<file path="src/rtl/pmrt_pkg.sv">
package pmrt_pkg;

    // Default number of regions the table holds.
    localparam int TABLE_ENTRIES_DFLT = 16;

    // Reset value of the memory size register.
    localparam logic [30:0] MEM_SIZE_RST = 31'd65536;

    // Request commands.
    localparam logic [1:0] CMD_ALLOCATE   = 2'd0;
    localparam logic [1:0] CMD_ACCESS     = 2'd1;
    localparam logic [1:0] CMD_FREE_OWNER = 2'd2;
    localparam logic [1:0] CMD_FREE_ALL   = 2'd3;

    // Response status codes.
    localparam logic [1:0] ST_OK       = 2'd0;
    localparam logic [1:0] ST_BOUNDS   = 2'd1;
    localparam logic [1:0] ST_CONFLICT = 2'd2;
    localparam logic [1:0] ST_FULL     = 2'd3;

    typedef struct packed {
        logic [1:0]         command;
        logic [7:0]         owner_id;
        logic signed [31:0] range_base;
        logic [30:0]        range_size;
    } t_req;

    typedef struct packed {
        logic       granted;
        logic [1:0] status;
    } t_rsp;

    // One stored region. The last address is kept instead of the size.
    typedef struct packed {
        logic [7:0]         owner;
        logic signed [31:0] base;
        logic signed [31:0] last;
    } t_entry;

    typedef struct packed {
        logic contain;
        logic overlap;
    } t_cmp_res;

endpackage

</file>
<file path="src/rtl/pmrt_ram.sv">
module pmrt_ram #(
    parameter int WIDTH = 8,
    parameter int DEPTH = 16,
    localparam int ADDR_W = (DEPTH > 1) ? $clog2(DEPTH) : 1
) (
    input  logic              i_clk,
    input  logic              i_we,
    input  logic [ADDR_W-1:0] i_waddr,
    input  logic [WIDTH-1:0]  i_wdata,
    input  logic [ADDR_W-1:0] i_raddr,
    output logic [WIDTH-1:0]  o_rdata
);

    logic [WIDTH-1:0] r_mem [DEPTH];
    logic [WIDTH-1:0] r_rdata;

    always_ff @(posedge i_clk) begin
        if (i_we) begin
            r_mem[i_waddr] <= i_wdata;
        end
        r_rdata <= r_mem[i_raddr];
    end

    assign o_rdata = r_rdata;

endmodule

</file>
<file path="src/rtl/pmrt_cmp.sv">
module pmrt_cmp
    import pmrt_pkg::*;
(
    input  logic signed [32:0] i_first,
    input  logic signed [33:0] i_last,
    input  t_entry             i_entry,
    output t_cmp_res           o_res
);

    logic signed [33:0] first_x;
    logic signed [33:0] lo;
    logic signed [33:0] hi;

    assign first_x = $signed({i_first[32], i_first});
    assign lo      = $signed({{2{i_entry.base[31]}}, i_entry.base});
    assign hi      = $signed({{2{i_entry.last[31]}}, i_entry.last});

    // A range is contained when it starts at or after the stored base and
    // ends at or before the stored last address. It overlaps unless it lies
    // wholly before or wholly after the stored region.
    assign o_res.contain = (first_x >= lo) && (i_last <= hi);
    assign o_res.overlap = !((i_last < lo) || (first_x > hi));

endmodule

</file>
<file path="src/rtl/process_memory_region_table.sv">
// Memory region protection table. The block holds up to TABLE_ENTRIES regions,
// each an owner id with a base and a size, and answers one response beat for
// every request beat. Allocate stores a region when it lies inside the
// configured memory size and overlaps no stored region of any owner; access
// is granted when the range lies inside one stored region of the same owner;
// free-owner drops that owner's regions and free-all empties the table.
// Requests are handled one at a time: allocate, access and free-owner walk
// the entry memory one entry per cycle through a single compare unit; an
// access hit or an allocation overlap ends the walk early, and an allocation
// that finds no free entry is refused as full. Free-all and out-of-bounds
// requests skip the walk. The request channel is ready whenever the
// sequencer is idle, even while a response beat still waits, and the memory
// size register may be written at any time the block is idle.
module process_memory_region_table
    import pmrt_pkg::*;
#(
    parameter int TABLE_ENTRIES = TABLE_ENTRIES_DFLT
) (
    input  logic        i_clk,
    input  logic        i_rst_n,
    input  logic        i_cfg_valid,
    output logic        o_cfg_ready,
    input  logic [30:0] i_cfg_data,
    input  logic        i_req_valid,
    output logic        o_req_ready,
    input  t_req        i_req,
    output logic        o_rsp_valid,
    input  logic        i_rsp_ready,
    output t_rsp        o_rsp
);

    localparam int IDX_W = (TABLE_ENTRIES > 1) ? $clog2(TABLE_ENTRIES) : 1;
    localparam int CNT_W = $clog2(TABLE_ENTRIES + 1);
    localparam logic [CNT_W-1:0] CNT_END = CNT_W'(TABLE_ENTRIES);

    // Sequencer states.
    localparam logic [1:0] S_IDLE  = 2'd0;
    localparam logic [1:0] S_CHECK = 2'd1;
    localparam logic [1:0] S_WALK  = 2'd2;
    localparam logic [1:0] S_DONE  = 2'd3;

    logic [1:0]               r_state,      n_state;
    logic [1:0]               r_cmd,        n_cmd;
    logic [7:0]               r_owner,      n_owner;
    logic signed [32:0]       r_first,      n_first;
    logic signed [33:0]       r_last,       n_last;
    logic [CNT_W-1:0]         r_issue,      n_issue;
    logic                     r_pend,       n_pend;
    logic [IDX_W-1:0]         r_pend_idx,   n_pend_idx;
    logic                     r_slot_found, n_slot_found;
    logic [IDX_W-1:0]         r_slot,       n_slot;
    logic [TABLE_ENTRIES-1:0] r_valid,      n_valid;
    logic [30:0]              r_mem_size,   n_mem_size;
    t_rsp                     r_result,     n_result;
    logic                     r_rsp_valid,  n_rsp_valid;
    t_rsp                     r_rsp,        n_rsp;

    logic             ram_we;
    logic [IDX_W-1:0] ram_raddr;
    t_entry           ram_wdata;
    logic [$bits(t_entry)-1:0] ram_rdata;
    t_entry           rd_entry;
    t_cmp_res         cmp_res;
    logic             req_acc;
    logic             in_bounds;
    logic             ent_valid;
    logic             owner_eq;

    assign req_acc     = i_req_valid && o_req_ready;
    assign o_req_ready = (r_state == S_IDLE);
    assign o_cfg_ready = 1'b1;
    assign o_rsp_valid = r_rsp_valid;
    assign o_rsp       = r_rsp;

    // Entry storage: owner, base and last address of each region. Entry data is
    // used only when its valid bit is set, so the memory needs no clearing.
    pmrt_ram #(
        .WIDTH ($bits(t_entry)),
        .DEPTH (TABLE_ENTRIES)
    ) u_ram (
        .i_clk   (i_clk),
        .i_we    (ram_we),
        .i_waddr (r_slot),
        .i_wdata (ram_wdata),
        .i_raddr (ram_raddr),
        .o_rdata (ram_rdata)
    );

    assign rd_entry = t_entry'(ram_rdata);

    // The one compare unit, shared by every entry of the walk.
    pmrt_cmp u_cmp (
        .i_first (r_first),
        .i_last  (r_last),
        .i_entry (rd_entry),
        .o_res   (cmp_res)
    );

    assign ram_raddr       = r_issue[IDX_W-1:0];
    assign ram_wdata.owner = r_owner;
    assign ram_wdata.base  = r_first[31:0];
    assign ram_wdata.last  = r_last[31:0];

    // A range is in bounds when its base is not negative and its last address
    // lies below the memory size.
    assign in_bounds = !r_first[32] && (r_last < $signed({3'b000, r_mem_size}));
    assign ent_valid = r_valid[r_pend_idx];
    assign owner_eq  = (rd_entry.owner == r_owner);

    always_comb begin
        n_state      = r_state;
        n_cmd        = r_cmd;
        n_owner      = r_owner;
        n_first      = r_first;
        n_last       = r_last;
        n_issue      = r_issue;
        n_pend       = r_pend;
        n_pend_idx   = r_pend_idx;
        n_slot_found = r_slot_found;
        n_slot       = r_slot;
        n_valid      = r_valid;
        n_mem_size   = r_mem_size;
        n_result     = r_result;
        n_rsp_valid  = r_rsp_valid;
        n_rsp        = r_rsp;
        ram_we       = 1'b0;

        if (i_cfg_valid && o_cfg_ready) begin
            n_mem_size = i_cfg_data;
        end

        if (r_rsp_valid && i_rsp_ready) begin
            n_rsp_valid = 1'b0;
        end

        case (r_state)
            S_IDLE: begin
                if (req_acc) begin
                    // The last address is base + size - 1, exact at 34 bits.
                    n_cmd   = i_req.command;
                    n_owner = i_req.owner_id;
                    n_first = $signed({i_req.range_base[31], i_req.range_base});
                    n_last  = $signed({{2{i_req.range_base[31]}}, i_req.range_base})
                            + $signed({3'b000, i_req.range_size}) - 34'sd1;
                    n_state = S_CHECK;
                end
            end
            S_CHECK: begin
                n_issue      = '0;
                n_pend       = 1'b0;
                n_slot_found = 1'b0;
                n_result.granted = 1'b1;
                n_result.status  = ST_OK;
                if (r_cmd == CMD_FREE_ALL) begin
                    n_valid = '0;
                    n_state = S_DONE;
                end else if (r_cmd == CMD_FREE_OWNER) begin
                    n_state = S_WALK;
                end else if (!in_bounds) begin
                    n_result.granted = 1'b0;
                    n_result.status  = ST_BOUNDS;
                    n_state = S_DONE;
                end else begin
                    n_state = S_WALK;
                end
            end
            S_WALK: begin
                // Issue one read a cycle; its data is examined in the following cycle.
                if (r_issue != CNT_END) begin
                    n_issue    = r_issue + 1'b1;
                    n_pend     = 1'b1;
                    n_pend_idx = r_issue[IDX_W-1:0];
                end else begin
                    n_pend = 1'b0;
                end

                if (r_pend) begin
                    case (r_cmd)
                        CMD_FREE_OWNER: begin
                            if (ent_valid && owner_eq) begin
                                n_valid[r_pend_idx] = 1'b0;
                            end
                        end
                        CMD_ACCESS: begin
                            if (ent_valid && owner_eq && cmp_res.contain) begin
                                n_result.granted = 1'b1;
                                n_result.status  = ST_OK;
                                n_pend  = 1'b0;
                                n_state = S_DONE;
                            end
                        end
                        CMD_ALLOCATE: begin
                            if (ent_valid && cmp_res.overlap) begin
                                n_result.granted = 1'b0;
                                n_result.status  = ST_CONFLICT;
                                n_pend  = 1'b0;
                                n_state = S_DONE;
                            end else if (!ent_valid && !r_slot_found) begin
                                n_slot_found = 1'b1;
                                n_slot       = r_pend_idx;
                            end
                        end
                        default: begin
                        end
                    endcase
                end else if (r_issue == CNT_END) begin
                    // Every entry has been examined without an early exit.
                    n_state = S_DONE;
                    case (r_cmd)
                        CMD_ACCESS: begin
                            n_result.granted = 1'b0;
                            n_result.status  = ST_CONFLICT;
                        end
                        CMD_ALLOCATE: begin
                            if (r_slot_found) begin
                                ram_we           = 1'b1;
                                n_valid[r_slot]  = 1'b1;
                                n_result.granted = 1'b1;
                                n_result.status  = ST_OK;
                            end else begin
                                n_result.granted = 1'b0;
                                n_result.status  = ST_FULL;
                            end
                        end
                        default: begin
                            n_result.granted = 1'b1;
                            n_result.status  = ST_OK;
                        end
                    endcase
                end
            end
            S_DONE: begin
                // Hand the result to the output register once it is free.
                if (!r_rsp_valid || i_rsp_ready) begin
                    n_rsp_valid = 1'b1;
                    n_rsp       = r_result;
                    n_state     = S_IDLE;
                end
            end
            default: begin
                n_state = S_IDLE;
            end
        endcase
    end

    always_ff @(posedge i_clk) begin
        if (!i_rst_n) begin
            r_state     <= S_IDLE;
            r_pend      <= 1'b0;
            r_valid     <= '0;
            r_mem_size  <= MEM_SIZE_RST;
            r_rsp_valid <= 1'b0;
        end else begin
            r_state     <= n_state;
            r_pend      <= n_pend;
            r_valid     <= n_valid;
            r_mem_size  <= n_mem_size;
            r_rsp_valid <= n_rsp_valid;
        end
        r_cmd        <= n_cmd;
        r_owner      <= n_owner;
        r_first      <= n_first;
        r_last       <= n_last;
        r_issue      <= n_issue;
        r_pend_idx   <= n_pend_idx;
        r_slot_found <= n_slot_found;
        r_slot       <= n_slot;
        r_result     <= n_result;
        r_rsp        <= n_rsp;
    end

`ifndef NO_ASSERTIONS
    // Only one request is in flight: after acceptance the channel closes.
    a_one_in_flight: assert property (@(posedge i_clk) disable iff (!i_rst_n)
        req_acc |=> !o_req_ready)
        else $error("request accepted while another is in flight");

    // Granted is set exactly when the status reports success.
    a_grant_status: assert property (@(posedge i_clk) disable iff (!i_rst_n)
        o_rsp_valid |-> (o_rsp.granted == (o_rsp.status == ST_OK)))
        else $error("granted disagrees with status");

    // At most one region is added per cycle.
    a_one_alloc: assert property (@(posedge i_clk) disable iff (!i_rst_n)
        i_rst_n |=> ($countones(r_valid) <= $countones($past(r_valid)) + 1))
        else $error("more than one entry set in one cycle");

    // Free-all leaves the table empty.
    a_free_all: assert property (@(posedge i_clk) disable iff (!i_rst_n)
        (r_state == S_CHECK) && (r_cmd == CMD_FREE_ALL) |=> (r_valid == '0))
        else $error("table not empty after free-all");
`endif

endmodule

</file>
<file path="config.mk">
export PLATFORM = sky130hd
export DESIGN_NAME = process_memory_region_table
export DESIGN_NICKNAME = d
export VERILOG_FILES = /design/src/rtl/pmrt_pkg.sv /design/src/rtl/pmrt_ram.sv /design/src/rtl/pmrt_cmp.sv /design/src/rtl/process_memory_region_table.sv
export SDC_FILE = /design/constraint.sdc
export NUM_CORES = 2
export LEC_CHECK = 0
export CORE_MARGIN = 4
export CORE_UTILIZATION = 60
export CTS_CLUSTER_DIAMETER = 40
export DETAILED_ROUTE_END_ITERATION = 10
export DONT_BUFFER_PORTS = 1
export PLACE_DENSITY = 0.84
export SYNTH_ARGS = -nofsm -noshare
export SYNTH_HDL_FRONTEND = slang
export SYNTH_HIERARCHICAL = 1
export SYNTH_SLANG_ARGS = --single-unit
</file>
<file path="constraint.sdc">
create_clock -name i_clk -period 9.3 [get_ports i_clk]
set_clock_uncertainty 0.15 [all_clocks]
set_input_delay 0.93 -clock i_clk [delete_from_list [all_inputs] [get_ports i_clk]]
set_output_delay 0.93 -clock i_clk [all_outputs]
set_load 0.02 [all_outputs]
</file>
==> metrics.txt <==
sequential cell area 0.03994 mm²; VDD IR-drop max 0.4102 mV; placed instance count 4,315; drt pass-1 iters 5; Post-synth ARST share 0%; sequential element share of the synthesized area 70.79%; mapped cell area 0.05642 mm²; Worst Hold Depth 0; final setup vio count 0; type of origin of the critical path flop; Slew Viols, Final 0; Post-CTS Setup Inserts 0; Crit path arrival time 5.39 ns; Tot Pwr 18.67 mW; hpwl dp 77.05 mm; Post-synth EDFFs 1,248; Total Wirelength 143.7 mm; grt ovf 0; Place WS 4.388 ns; TritonCTS clock tree built; Die W 314.6 µm; final hold viol count 0; PortBufs 0; Final Wtd Congestion 0.9610; Critical Path End Type flop; Final Critical Period 5.190 ns; worst hold path class input port to flop; crit path to u_ram/r_mem[10][33]; DRC 0; Clk pin slew, worst setup/hold paths 0.06 ns; leading area contributor after synthesis edfxtp_1; CTS hold repair buffers 0; GRT met2 Usage 45.99%; Final Cycle Share 55.80%; fmax 0.1927 GHz; fin cells 4,604; initial core utilization 60.45%; first-pass GRT wire length 210.5 mm; Vias per Instance 6.844; clock tree buffer depth 3; core area 0.09333 mm²; Via Count 31,510; fin nets 3,555; syn nets 3,480; CP Class flop to flop; largest net degree at the start of global routing 154; CTS resizes 0; # fillers 5,683; GRT busiest layer met2; pwr dens 297.4 mW/mm²; Max-Cap Viols 0; Die Y 314.6 µm; clk root buf clkbuf_16; Ys Warns 6; RSZ-0062 raised after global routing no; status complete, no violations; Ports 115; #FFs+latches synth 1,371; fin worst setup slack 4.110 ns; fraction of layout cells with a size suffix above 1 18.06%; met1 usage 40.12%; leading post-synthesis cells by cell area edfxtp_1 (66%), mux4_2 (12%), ha_1 (5.1%); Main synth FF type edfxtp_1; flop2flop setup slack 4.11 ns; clock sink total 1,371; initial antenna violation count 4; Crit Reg-Reg Startpoint r_state[0]; crit-path max FO 51; die area 0.09900 mm²; distinct cell type count after synthesis 72; vias in the first global route 32,180; Iteration-0 DRC Markers 4,825; Lkg Pwr 21.49 nW; Worst slew margin 21.42%; Setup crit start r_state[0]; all-layer global routing usage 29.20%; CP required 9.50 ns; Setup Total Neg Slack 0 ns; worst reg2reg path endpoint u_ram/r_mem[10][33]; wire per inst 31.21 µm; Multi-input gate area 0.01507 mm²; most numerous cell in the Yosys netlist edfxtp_1; worst skew pair latency 0.75 ns; row count 112; Worst Hold Slack 0.1153 ns; Post-Syn Instances 3,139; Area growth, synth to finish 11.26%; top cells by count, synth edfxtp_1 (1,248), mux4_2 (292), inv_1 (241); post-synth top area share 66.43%; H-tree levels 4; CTS Buf Count 151; global-route met3 utilization 6.866%; Worst R2R Path Depth 9; Slew @ Worst Pin 1.179 ns; Avg Cell Area, Syn 17.97 µm²; Post-DRT Antenna Nets 0
-- logic make-up after synthesis --
| logic type | count (synthesis) | synth area share (%) |
|---|---|---|
| flip-flops | 1371 | 70.79 |
| multiplexers | 326 | 12.26 |
| other | 1 | 0.006647 |
| AO/OA/AOI/OAI | 418 | 5.012 |
| buffers and inverters | 360 | 2.741 |
| adder cells (fa/ha/maj) | 232 | 5.159 |
| AND/OR/NAND/NOR | 397 | 3.498 |
| XOR/XNOR | 34 | 0.5279 |
-- worst min-delay path by stage --
stage	from	endpoint	slack, ns
3_5_place_dp	r_result[2]	o_rsp[2]	0.28
3_3_place_gp	r_result[0]	o_rsp[0]	0.31
6_report	i_req[44]	r_first[13]	0.12
4_1_cts	i_req[34]	r_first[3]	0.08
5_1_grt	i_req[53]	r_first[22]	0.09
2_1_floorplan	r_result[0]	o_rsp[0]	0.25
-- critical path, stage by stage, from the launching register on --
cell and delay [ns]:
dfxtp_1 0.34, inv_1 0.12, ha_1 0.34, inv_1 0.39, nor2_1 0.27, nand3b_1 0.12, nor3_1 0.56, nand3b_1 0.44
nor2_4 0.97, buf_4 1.01
-- cell type report --
type | instances | share of cell area [%]
diodes | 11 | 0.04385
clock buffers | 193 | 6.516
inverters | 241 | 1.441
flip-flops and latches | 1371 | 63.63
multi-input cells | 1408 | 24.01
clock inverters | 85 | 1.334
well taps | 1254 | 2.500
repair buffers | 41 | 0.5302
-- cell usage in the layout, fill, tap and decap left out, types with 19 or more instances in the layout --
cell       instances
edfxtp_1        1248
mux4_2           292
inv_1            241
ha_1             231
clkbuf_16        154
a22oi_1          147
nand2_1          133
dfxtp_1          123
a21oi_1           98
nor2_1            52
nor2b_1           44
buf_4             39
nand3_1           35
a21o_1            33
mux2i_1           33
nand4_1           32
clkbuf_1          30
o21ai_0           29
o21ai_1           21
xor2_1            19
-- stage by stage --
stage / area, µm² / util, %
2_1_floorplan: 56420 / -
3_3_place_gp: 57810 / 61.94
3_5_place_dp: 57810 / 61.94
4_1_cts: 62740 / 67.22
5_1_grt: 62750 / 67.23
6_report: 62770 / 67.25
-- state kept, by name (all words and copies together), names as in the netlist, 4 cells and up --
signal and count:
r_first 32, r_valid 16, u_ram/r_mem 1152, u_ram/o_rdata 72
r_issue 5, r_owner 8, r_slot 4, r_mem_size 31
r_last 34, r_pend_idx 4
-- layer usage --
layer | wire, µm | vias to the layer above
met1 | 51350 | 16020
met4 | 6313 | 0
met5 | 0 | -
met3 | 17460 | 429
li1 | - | 12650
met2 | 68560 | 2406
-- power by group --
| group | total (mW) | leakage (nW) | switching (mW) | internal (mW) |
|---|---|---|---|---|
| combinational | 4.78 | 6.84 | 2.74 | 2.04 |
| sequential | 8.05 | 12.3 | 0.620 | 7.43 |
| clock | 5.83 | 2.37 | 2.56 | 3.28 |
| total | 18.7 | 21.5 | 5.92 | 12.8 |
Note: power is estimated with default switching activity, not from simulation.
